$ cat config.mk
export PLATFORM = sky130hd
export DESIGN_NAME = tristate_remote_code_decoder
export DESIGN_NICKNAME = d
export VERILOG_FILES = /design/src/sv/trcd_pkg.sv /design/src/sv/trcd_front.sv /design/src/sv/trcd_queue.sv /design/src/sv/trcd_back.sv /design/src/sv/tristate_remote_code_decoder.sv
export SDC_FILE = /design/constraint.sdc
export NUM_CORES = 1
export LEC_CHECK = 0
export ABC_CLOCK_PERIOD_IN_PS = 4400
export BUFFER_PORTS_ARGS = -buffer_cell sky130_fd_sc_hd__buf_2
export CAP_MARGIN = 20
export CORE_ASPECT_RATIO = 1.1
export CORE_UTILIZATION = 43
export DETAILED_ROUTE_END_ITERATION = 16
export PLACE_DENSITY = 0.66
export SYNTH_ARGS = -nofsm -noshare
export SYNTH_HDL_FRONTEND = slang
export SYNTH_HIERARCHICAL = 1
export SYNTH_SLANG_ARGS = --single-unit
$ cat constraint.sdc
create_clock -name clk -period 4.4 [get_ports clk]
set_input_delay 0.22 -clock clk [delete_from_list [all_inputs] [get_ports clk]]
set_output_delay 0.22 -clock clk [all_outputs]
set_load 0.03 [all_outputs]
$ cat src/sv/trcd_pkg.sv
// Shared types, constants and helpers for the tristate remote code decoder.
package trcd_pkg;

  // Field widths
  localparam int WIDTH_W   = 24;
  localparam int UNIT_W    = 16;
  localparam int ADDR_W    = 13;
  localparam int CMD_W     = 5;
  localparam int BOUND_W   = 25;
  localparam int CNT_W     = 6;
  localparam int OUT_PAD_W = 24;

  // Timing in base units
  localparam int SYNC_UNITS   = 124;
  localparam int NARROW_UNITS = 4;
  localparam int WIDE_UNITS   = 12;

  // Frame shape
  localparam logic [CNT_W-1:0] LAST_PULSE = 6'd47;
  localparam int               SYM_IDX_W  = 4;

  // Defaults
  localparam logic [UNIT_W-1:0] PULSE_UNIT_RST    = 16'd100;
  localparam int                ADDR_SYMBOLS_DEF  = 8;
  localparam int                QUEUE_DEPTH       = 4;

  // Tristate symbol codes, first received bit in the MSB
  localparam logic [3:0] SYM_ZERO  = 4'h5;
  localparam logic [3:0] SYM_ONE   = 4'ha;
  localparam logic [3:0] SYM_FLOAT = 4'h6;

  // Request kind carried on in_tuser
  localparam logic FUNC_PULSE = 1'b0;
  localparam logic FUNC_READ  = 1'b1;

  typedef enum logic {
    PH_SYNC = 1'b0,
    PH_BITS = 1'b1
  } trcd_phase_t;

  // Classified request as passed from the front end to the back end
  typedef struct packed {
    logic is_read;
    logic sync_hit;
    logic narrow_hit;
    logic wide_hit;
  } trcd_class_t;

  // Open window lo < w < hi
  typedef struct packed {
    logic [BOUND_W-1:0] lo;
    logic [BOUND_W-1:0] hi;
  } trcd_win_t;

  typedef struct packed {
    trcd_win_t sync_w;
    trcd_win_t narrow_w;
    trcd_win_t wide_w;
  } trcd_bounds_t;

  typedef struct packed {
    logic       ok;
    logic [1:0] val;
  } trcd_sym_t;

  // Window bounds from the unit length: limit is floor(3u/2), sync tolerance eight limits
  function automatic trcd_bounds_t calc_bounds(input logic [UNIT_W-1:0] unit);
    logic [BOUND_W-1:0] u;
    logic [BOUND_W-1:0] lim;
    logic [BOUND_W-1:0] sync_c;
    logic [BOUND_W-1:0] sync_t;
    logic [BOUND_W-1:0] nar_c;
    logic [BOUND_W-1:0] wid_c;
    trcd_bounds_t       b;
    u        = {{(BOUND_W-UNIT_W){1'b0}}, unit};
    lim      = (u + (u << 1)) >> 1;
    sync_c   = (u << 7) - (u << 2);
    sync_t   = lim << 3;
    nar_c    = u << 2;
    wid_c    = (u << 3) + (u << 2);
    b.sync_w.lo   = sync_c - sync_t;
    b.sync_w.hi   = sync_c + sync_t;
    b.narrow_w.lo = nar_c - lim;
    b.narrow_w.hi = nar_c + lim;
    b.wide_w.lo   = wid_c - lim;
    b.wide_w.hi   = wid_c + lim;
    return b;
  endfunction

  // Nibble to tristate symbol; F counts as 2
  function automatic trcd_sym_t decode_sym(input logic [3:0] nib);
    trcd_sym_t s;
    s.ok  = 1'b1;
    s.val = 2'd0;
    unique case (nib)
      SYM_ZERO:  s.val = 2'd0;
      SYM_ONE:   s.val = 2'd1;
      SYM_FLOAT: s.val = 2'd2;
      default:   s.ok  = 1'b0;
    endcase
    return s;
  endfunction

endpackage

$ cat src/sv/trcd_front.sv
// Front end: input stage, window bounds and pulse classification.
module trcd_front (
  input  logic                             clk,
  input  logic                             rst_n,
  input  logic                             cfg_we,
  input  logic [trcd_pkg::UNIT_W-1:0]      cfg_wdata,
  input  logic                             in_tvalid,
  output logic                             in_tready,
  input  logic [trcd_pkg::WIDTH_W-1:0]     in_tdata,
  input  logic                             in_tuser,
  input  logic                             q_full,
  output logic                             q_push,
  output trcd_pkg::trcd_class_t            q_wdata
);

  trcd_pkg::trcd_bounds_t             bounds_r;
  trcd_pkg::trcd_bounds_t             bounds_nxt;
  logic                               stg_v_r;
  logic                               stg_func_r;
  logic [trcd_pkg::WIDTH_W-1:0]       stg_width_r;
  logic [trcd_pkg::BOUND_W-1:0]       w;

  // Bounds follow the unit register, recomputed on each write
  always_comb begin
    bounds_nxt = trcd_pkg::calc_bounds(cfg_wdata);
  end

  always_ff @(posedge clk) begin
    if (!rst_n) begin
      bounds_r <= trcd_pkg::calc_bounds(trcd_pkg::PULSE_UNIT_RST);
    end else if (cfg_we) begin
      bounds_r <= bounds_nxt;
    end
  end

  // Input stage: refills as soon as its request moves into the queue
  assign in_tready = !stg_v_r || !q_full;
  assign q_push    = stg_v_r && !q_full;

  always_ff @(posedge clk) begin
    if (!rst_n) begin
      stg_v_r <= 1'b0;
    end else if (in_tvalid && in_tready) begin
      stg_v_r <= 1'b1;
    end else if (q_push) begin
      stg_v_r <= 1'b0;
    end
  end

  always_ff @(posedge clk) begin
    if (in_tvalid && in_tready) begin
      stg_func_r  <= in_tuser;
      stg_width_r <= in_tdata;
    end
  end

  // Classify against the three open windows
  assign w = {{(trcd_pkg::BOUND_W-trcd_pkg::WIDTH_W){1'b0}}, stg_width_r};

  always_comb begin
    q_wdata.is_read    = (stg_func_r == trcd_pkg::FUNC_READ);
    q_wdata.sync_hit   = (w > bounds_r.sync_w.lo)   && (w < bounds_r.sync_w.hi);
    q_wdata.narrow_hit = (w > bounds_r.narrow_w.lo) && (w < bounds_r.narrow_w.hi);
    q_wdata.wide_hit   = (w > bounds_r.wide_w.lo)   && (w < bounds_r.wide_w.hi);
  end

endmodule

$ cat src/sv/trcd_queue.sv
// Short queue of classified requests between front and back end.
module trcd_queue (
  input  logic                  clk,
  input  logic                  rst_n,
  input  logic                  push,
  input  trcd_pkg::trcd_class_t wdata,
  input  logic                  pop,
  output trcd_pkg::trcd_class_t rdata,
  output logic                  full,
  output logic                  empty
);

  localparam int DEPTH = trcd_pkg::QUEUE_DEPTH;
  localparam int PTR_W = $clog2(DEPTH);
  localparam int CNT_W = $clog2(DEPTH + 1);

  trcd_pkg::trcd_class_t  slot_r [DEPTH];
  logic [PTR_W-1:0]       wptr_r;
  logic [PTR_W-1:0]       rptr_r;
  logic [CNT_W-1:0]       cnt_r;

  assign full  = (cnt_r == CNT_W'(DEPTH));
  assign empty = (cnt_r == '0);
  assign rdata = slot_r[rptr_r];

  // Pointers and fill level
  always_ff @(posedge clk) begin
    if (!rst_n) begin
      wptr_r <= '0;
      rptr_r <= '0;
      cnt_r  <= '0;
    end else begin
      if (push) begin
        wptr_r <= (wptr_r == PTR_W'(DEPTH - 1)) ? '0 : wptr_r + 1'b1;
      end
      if (pop) begin
        rptr_r <= (rptr_r == PTR_W'(DEPTH - 1)) ? '0 : rptr_r + 1'b1;
      end
      if (push && !pop) begin
        cnt_r <= cnt_r + 1'b1;
      end else if (pop && !push) begin
        cnt_r <= cnt_r - 1'b1;
      end
    end
  end

  always_ff @(posedge clk) begin
    if (push) begin
      slot_r[wptr_r] <= wdata;
    end
  end

endmodule

$ cat src/sv/trcd_back.sv
// Back end: frame sequencer, symbol accumulation, held code and result register.
module trcd_back #(
  parameter int ADDR_SYMBOLS = trcd_pkg::ADDR_SYMBOLS_DEF
) (
  input  logic                              clk,
  input  logic                              rst_n,
  input  logic                              q_empty,
  input  trcd_pkg::trcd_class_t             q_rdata,
  output logic                              q_pop,
  output logic                              out_tvalid,
  input  logic                              out_tready,
  output logic [trcd_pkg::OUT_PAD_W-1:0]    out_tdata,
  output logic                              out_tuser
);

  localparam logic [trcd_pkg::SYM_IDX_W-1:0] ADDR_SYM_N = trcd_pkg::SYM_IDX_W'(ADDR_SYMBOLS);
  localparam int AW = trcd_pkg::ADDR_W;
  localparam int CW = trcd_pkg::CMD_W;

  trcd_pkg::trcd_phase_t              phase_r, phase_nxt;
  logic [trcd_pkg::CNT_W-1:0]         cnt_r, cnt_nxt;
  logic [2:0]                         nib_r, nib_nxt;
  logic [AW-1:0]                      addr_r, addr_nxt;
  logic [CW-1:0]                      cmd_r, cmd_nxt;
  logic                               bad_r, bad_nxt;
  logic                               held_r, held_nxt;
  logic [AW-1:0]                      held_addr_r, held_addr_nxt;
  logic [CW-1:0]                      held_cmd_r, held_cmd_nxt;
  logic                               out_v_r, out_v_nxt;
  logic                               out_code_v_r;
  logic [AW-1:0]                      out_addr_r;
  logic [CW-1:0]                      out_cmd_r;

  logic                               bit_in;
  trcd_pkg::trcd_sym_t                sym;
  logic                               pulse_go;
  logic                               read_go;

  // A read waits for the result register; pulses never stall
  assign q_pop    = !q_empty && (!q_rdata.is_read || !out_v_r || out_tready);
  assign read_go  = q_pop && q_rdata.is_read;
  assign pulse_go = q_pop && !q_rdata.is_read && !held_r;
  assign bit_in   = !q_rdata.narrow_hit;
  assign sym      = trcd_pkg::decode_sym({nib_r, bit_in});

  // State registers
  always_ff @(posedge clk) begin
    if (!rst_n) begin
      phase_r     <= trcd_pkg::PH_SYNC;
      cnt_r       <= '0;
      bad_r       <= 1'b0;
      held_r      <= 1'b0;
      held_addr_r <= '0;
      held_cmd_r  <= '0;
      addr_r      <= '0;
      cmd_r       <= '0;
      out_v_r     <= 1'b0;
    end else begin
      phase_r     <= phase_nxt;
      cnt_r       <= cnt_nxt;
      bad_r       <= bad_nxt;
      held_r      <= held_nxt;
      held_addr_r <= held_addr_nxt;
      held_cmd_r  <= held_cmd_nxt;
      addr_r      <= addr_nxt;
      cmd_r       <= cmd_nxt;
      out_v_r     <= out_v_nxt;
    end
  end

  always_ff @(posedge clk) begin
    nib_r <= nib_nxt;
    if (read_go) begin
      out_code_v_r <= held_r;
      out_addr_r   <= held_r ? held_addr_r : '0;
      out_cmd_r    <= held_r ? held_cmd_r  : '0;
    end
  end

  // Frame sequencer
  always_comb begin
    phase_nxt     = phase_r;
    cnt_nxt       = cnt_r;
    nib_nxt       = nib_r;
    addr_nxt      = addr_r;
    cmd_nxt       = cmd_r;
    bad_nxt       = bad_r;
    held_nxt      = held_r;
    held_addr_nxt = held_addr_r;
    held_cmd_nxt  = held_cmd_r;
    out_v_nxt     = out_v_r;

    if (out_tready) begin
      out_v_nxt = 1'b0;
    end

    if (read_go) begin
      out_v_nxt = 1'b1;
      held_nxt  = 1'b0;
    end

    if (pulse_go) begin
      unique case (phase_r)
        trcd_pkg::PH_SYNC: begin
          cnt_nxt  = '0;
          addr_nxt = '0;
          cmd_nxt  = '0;
          bad_nxt  = 1'b0;
          if (q_rdata.sync_hit) begin
            phase_nxt = trcd_pkg::PH_BITS;
          end
        end
        trcd_pkg::PH_BITS: begin
          if (!q_rdata.narrow_hit && !q_rdata.wide_hit) begin
            // bad pulse width drops the frame
            phase_nxt = trcd_pkg::PH_SYNC;
          end else begin
            nib_nxt = {nib_r[1:0], bit_in};
            cnt_nxt = cnt_r + 1'b1;
            // nibble complete: fold the symbol in
            if (cnt_r[1:0] == 2'b11) begin
              if (!sym.ok) begin
                bad_nxt = 1'b1;
              end else if (cnt_r[5:2] < ADDR_SYM_N) begin
                addr_nxt = AW'((addr_r << 1) + addr_r + {{(AW-2){1'b0}}, sym.val});
              end else begin
                cmd_nxt = CW'((cmd_r << 1) + {{(CW-2){1'b0}}, sym.val});
              end
            end
            if (cnt_r == trcd_pkg::LAST_PULSE) begin
              cnt_nxt   = '0;
              phase_nxt = trcd_pkg::PH_SYNC;
              if (!bad_nxt) begin
                held_nxt      = 1'b1;
                held_addr_nxt = addr_nxt;
                held_cmd_nxt  = cmd_nxt;
              end
            end
          end
        end
        default: phase_nxt = trcd_pkg::PH_SYNC;
      endcase
    end
  end

  assign out_tvalid = out_v_r;
  assign out_tuser  = out_code_v_r;
  assign out_tdata  = {{(trcd_pkg::OUT_PAD_W-AW-CW){1'b0}}, out_cmd_r, out_addr_r};

endmodule

$ cat src/sv/tristate_remote_code_decoder.sv
// Top level of the tristate remote code decoder: front end, queue, back end.
//
//  channel  | direction | signals                               | payload
//  ---------+-----------+---------------------------------------+------------------------------
//  in_      | slave     | in_tvalid in_tready in_tdata in_tuser | pulse width / read request
//  out_     | master    | out_tvalid out_tready out_tdata ...   | code, one per read request
//  cfg_     | write     | cfg_we cfg_wdata                      | pulse unit in timer ticks
//
// One request per cycle sustained while no read waits on a stalled result. A request
// is registered in the input stage, where it is classified against the window bounds,
// then passes through the queue before the back end applies it. Reset (rst_n,
// synchronous) clears the frame state, the held code and the queue, and sets the pulse
// unit to 100. A stalled result holds back a read at the queue head and all requests
// behind it; earlier pulses keep draining, and the queue fills before in_tready drops.
module tristate_remote_code_decoder #(
  parameter int ADDR_SYMBOLS = trcd_pkg::ADDR_SYMBOLS_DEF
) (
  input  logic                              clk,
  input  logic                              rst_n,
  input  logic                              cfg_we,
  input  logic [trcd_pkg::UNIT_W-1:0]       cfg_wdata,    // pulse_unit
  input  logic                              in_tvalid,
  output logic                              in_tready,
  input  logic [trcd_pkg::WIDTH_W-1:0]      in_tdata,     // [23:0] pulse_width
  input  logic                              in_tuser,     // [0] func
  output logic                              out_tvalid,
  input  logic                              out_tready,
  output logic [trcd_pkg::OUT_PAD_W-1:0]    out_tdata,    // [12:0] code_address, [17:13] code_command
  output logic                              out_tuser     // [0] code_valid
);

  logic                   q_push;
  logic                   q_pop;
  logic                   q_full;
  logic                   q_empty;
  trcd_pkg::trcd_class_t  q_wdata;
  trcd_pkg::trcd_class_t  q_rdata;

  trcd_front u_front (
    .clk       (clk),
    .rst_n     (rst_n),
    .cfg_we    (cfg_we),
    .cfg_wdata (cfg_wdata),
    .in_tvalid (in_tvalid),
    .in_tready (in_tready),
    .in_tdata  (in_tdata),
    .in_tuser  (in_tuser),
    .q_full    (q_full),
    .q_push    (q_push),
    .q_wdata   (q_wdata)
  );

  trcd_queue u_queue (
    .clk   (clk),
    .rst_n (rst_n),
    .push  (q_push),
    .wdata (q_wdata),
    .pop   (q_pop),
    .rdata (q_rdata),
    .full  (q_full),
    .empty (q_empty)
  );

  trcd_back #(
    .ADDR_SYMBOLS (ADDR_SYMBOLS)
  ) u_back (
    .clk        (clk),
    .rst_n      (rst_n),
    .q_empty    (q_empty),
    .q_rdata    (q_rdata),
    .q_pop      (q_pop),
    .out_tvalid (out_tvalid),
    .out_tready (out_tready),
    .out_tdata  (out_tdata),
    .out_tuser  (out_tuser)
  );

  // Queue is never written when full nor read when empty
  a_no_overflow: assert property (@(posedge clk) disable iff (!rst_n)
    q_push |-> !q_full)
    else $error("queue written while full");

  a_no_underflow: assert property (@(posedge clk) disable iff (!rst_n)
    q_pop |-> !q_empty)
    else $error("queue read while empty");

  // A read with no held code returns an all-zero code
  a_empty_read_zero: assert property (@(posedge clk) disable iff (!rst_n)
    (out_tvalid && !out_tuser) |-> (out_tdata == '0))
    else $error("empty read carries a non-zero code");

  // A stalled input means the input stage is occupied and the queue is full
  a_ready_low_full: assert property (@(posedge clk) disable iff (!rst_n)
    !in_tready |-> q_full)
    else $error("input stalled with room in the queue");

endmodule

==> results by group <==
Floorplan
  • I/O Pins: 73
  • Core Rows: between 70 and 80
  • Die area: 44200 um2
  • Initial standard-cell utilization of the core: 0.4387
  • Total core area: roughly 43000 um2
  • Chip Width: between 200 and 250 um
  • Die height: between 200 and 250 um

Yosys
  • Register area share after synthesis: 0.2861
  • Fraction of the mapped netlist area in adder cells: 0.1961
  • XOR/XNOR Fraction of Synth Area: 0.05342
  • Synth unique cells: 97
  • Post-Syn Area per Cell: between 8 and 9 um2
  • Complex-gate fraction of the synthesized area: 0.2095
  • Top cell type's share of synthesized area: 0.1886
  • Synth Instances: 2153
  • Seq cells post-synth: 235
  • Post-synthesis cell area: approximately 19000 um2
  • Simple-gate area share of the yosys netlist: 0.1626
  • Largest family of logic cells by synthesized area: compound AO/OA/AOI/OAI gates
  • Yosys warns: 6
  • Synth Flop Type: dfxtp_1
  • Mux contribution to synthesized area: 0.02798
  • Post-synth EDFFs: 63
  • Post-synth top area cell: ha_1
  • Asr flop ratio synth: 0
  • Main area contributors after synthesis: ha_1 19%, dfxtp_1 18%, edfxtp_1 10%, inv_1 4.2%, a21oi_1 3.7%

GRT
  • Gr ovfl total: 0
  • Vias in the first global route: 16.16k
  • Global Route Usage Sum: 0.2410
  • Largest net degree at the start of global routing: 79
  • Initial antenna violation count: 2
  • First-pass GRT wire length: 84.64 mm

Cells and area
  • Non-Filler Instances: 2887
  • Final #Nets: 2632
  • Syn-to-layout area delta: 13.95%
  • Share of cells above drive strength 1: 0.1113

Clocking
  • Clock-pin slew on the worst setup and hold paths: 0.06 ns
  • Worst-skew pair later-pin latency: 0.56 ns
  • Root Buffer Master: clkbuf_16
  • Longest Clk Path Bufs: 3
  • Clk sink count: approximately 240
  • Setup bufs post-CTS: 0
  • CTS tree: built
  • H-tree levels: 1
  • Num CTS Buffers: 26

Critical path
  • Crit path max fanout: 4
  • Slowest CP cell: a311oi_1
  • Critical-path cell list: buf_2 > ha_1 > inv_1 > fa_1 > nor2b_1 > o21ai_1 > a21oi_1 > a21o_1 > nand2_1 > nand2_1 > a21o_1 > xor2_1 > ha_1 > inv_2 > a21oi_1 > o21ai_0 > nor4_1 > o2111ai_1 > a311oi_1 > mux2i_1 > a211oi_1
  • CP top delay family: compound AO/OA/AOI/OAI gates
  • Levels on crit path: 21
  • Required @ worst endpoint: 4.81 ns
  • FF-to-FF path depth: 12
  • Critical path class: in -> reg
  • Critical path arrival: between 4 and 5 ns
  • Critical path buffers and inverters: 3
  • Largest stage delay on the critical path: 0.55 ns
  • Worst reg2reg setup slack: between 0.6 and 0.7 ns
  • Critical path startpoint category: primary input
  • Crit end category: flip-flop

Pwr
  • Combinational Power Share: 0.491
  • Worst VDD drop: 0.2818 mV
  • Clock share of power: 0.221
  • Total power: 9.704 mW
  • Internal power: 5.750 mW
  • Sw power: 3.954 mW
  • Power per cell area: 456.7 nW/um2
  • Reg power frac: 0.287
  • Leakage power total: 9.440 nW
  • Sw frac: 0.4074

Detailed routing
  • # DRC: 0
  • Drt total wl: around 53 mm
  • Vias per cell: 5.622
  • Pre-Repair DR Iteration Count: 5
  • Antenna-violating nets left: 0
  • Avg WL per Cell: around 18 um
  • Iteration-0 DRC Markers: roughly 970
  • Via count: 16.23k

Timing
  • Final number of setup-violating endpoints: 0
  • Max Clock Skew: 0.03104 ns
  • Crit share post-route: 0.8986
  • Slew Viols, Final: 0
  • Max transition margin: 0.4012
  • RSZ-0062 raised after global routing: no
  • Final hold slack: 0.04255 ns
  • Fmax: 252.9 MHz
  • Hold Vio Cnt, Final: 0
  • Slew @ Worst Pin: around 0.89 ns
  • Crit path time final: 3.954 ns

Placement
  • Placed Cells: 2810
  • Dpl hpwl: around 42 mm
  • Port buffer count: 66
  • GPL Wtd Cong: between 0.9 and 1

Min path
  • Hold Path Depth: 2
  • Hold Path Class: in -> reg

Job
  • Maxcap violations: 0

Outcome
  • Status: finished clean
==> sequential cells by signal, summed over array words and instances (netlist names), 6 cells and up, named ones only <==
name                 cells
u_back/addr_r           13
u_queue/slot_r          16
u_back/out_addr_r       13
u_front/bounds_r       116
u_front/stg_width_r     24
u_back/held_addr_r      13
u_back/cnt_r             6
==> logic make-up after synthesis <==
group,Yosys count
multiplexers,46
AND/OR/NAND/NOR,591
buffers and inverters,302
AO/OA/AOI/OAI,578
XOR/XNOR,112
flip-flops,235
adder cells (fa/ha/maj),288
other,1
==> power groups by stage <==
stage | Clock [mW] | Sequential, mW | Combinational [mW]
global placement | 0 | 2.83 | 4.58
finish | 2.15 | 2.79 | 4.77
floorplan | 0 | 2.89 | 3.04
CTS | 2.19 | 2.79 | 4.72
detailed placement | 0 | 2.83 | 4.67
global route | 2.28 | 2.83 | 5.22
==> layout make-up <==
cell class	instances	area (um2)
Inverter	210	788.3
Clock inverter	9	67.56
Timing Repair Buffer	204	1436
Sequential cell	235	5335
Tap cell	567	709.4
Antenna cell	2	5.005
Clock buffer	39	770.7
Multi-Input combinational cell	1621	12130
Fill cell	4044	21260
==> cells in the mapped netlist (39+ instances only) <==
master / count
edfxtp_1: 63
clkbuf_1: 59
xnor2_1: 78
nand2_1: 126
nor2_1: 164
a21oi_1: 139
a21o_1: 67
a211oi_1: 45
inv_1: 207
mux2i_1: 39
ha_1: 281
dfxtp_1: 172
o21ai_0: 79
nor2b_1: 49
==> routing by layer <==
| layer | vias up | part of all wire | track usage | wire, um |
|---|---|---|---|---|
| li1 | 7984 | - | - | - |
| met1 | 7767 | 0.43 | 0.2959 | 23100 |
| met2 | 396 | 0.48 | 0.4294 | 25550 |
| met3 | 84 | 0.049 | 0.02474 | 2590 |
| met4 | 0 | 0.040 | 0.1048 | 2129 |
| met5 | - | 0 | 0 | 0 |
==> through the flow <==
stage	TNS (ns)	area (um2)	util	setup slack (ns)
after floorplan	0	18660	-	0.3719
after global placement	0	20130	0.4737	0.06208
after detailed placement	-0.1493	20130	0.4737	-0.1067
after CTS	0	21240	0.4998	0.4823
after global routing	0	21240	0.4998	0.1629
final	0	21250	0.4999	0.4460
==> path summary, 6_finish.rpt <==
kind | from | endpoint
worst min register to register | u_back/held_addr_r[9]$_SDFFE_PN0P_ | u_back/held_addr_r[9]$_SDFFE_PN0P_
worst max register to register | flip-flop | u_back/addr_r[11]$_SDFFE_PN0P_
worst min-delay path | cfg_wdata[15] | u_front/bounds_r[93]$_SDFFE_PN0P_
worst max-delay path | cfg_wdata[1] | u_front/bounds_r[43]$_SDFFE_PN0P_
==> repair_timing <==
item / CTS / global route
gates resized for setup: 0 / 0
hold buffers: 27 / 0
endpoints found under the hold margin: 27 / 0
==> layout by cell type, fill, tap and decap left out, types with 9 or more instances in the layout <==
cell type | netlist | final
buf_4 | 8 | 112
inv_1 | 207 | 206
o211ai_1 | 33 | 33
o21a_1 | 20 | 20
a311oi_1 | 10 | 10
a31oi_1 | 18 | 18
xor2_1 | 32 | 32
a221oi_1 | 9 | 9
nor3b_1 | 10 | 10
nor2_1 | 164 | 164
a22oi_1 | 9 | 9
a21oi_1 | 139 | 139
nand2b_1 | 18 | 18
buf_2 | 13 | 65
nor2b_1 | 49 | 49
and3_1 | 12 | 12
nand4_1 | 32 | 32
clkbuf_16 | 0 | 27
ha_1 | 281 | 281
o21ai_1 | 23 | 23
and2_1 | 35 | 35
o31ai_1 | 19 | 19
mux2i_1 | 39 | 39
o21bai_1 | 21 | 21
nand2_1 | 126 | 126
o21ai_0 | 79 | 79
nand3_1 | 33 | 33
dfxtp_1 | 172 | 172
xnor2_1 | 78 | 78
or3_1 | 20 | 20
dlygate4sd3_1 | 0 | 27
edfxtp_1 | 63 | 63
a21o_1 | 67 | 67
nor3_1 | 38 | 38
a211oi_1 | 45 | 45
No activity file was read; power rests on OpenSTA's default activity.
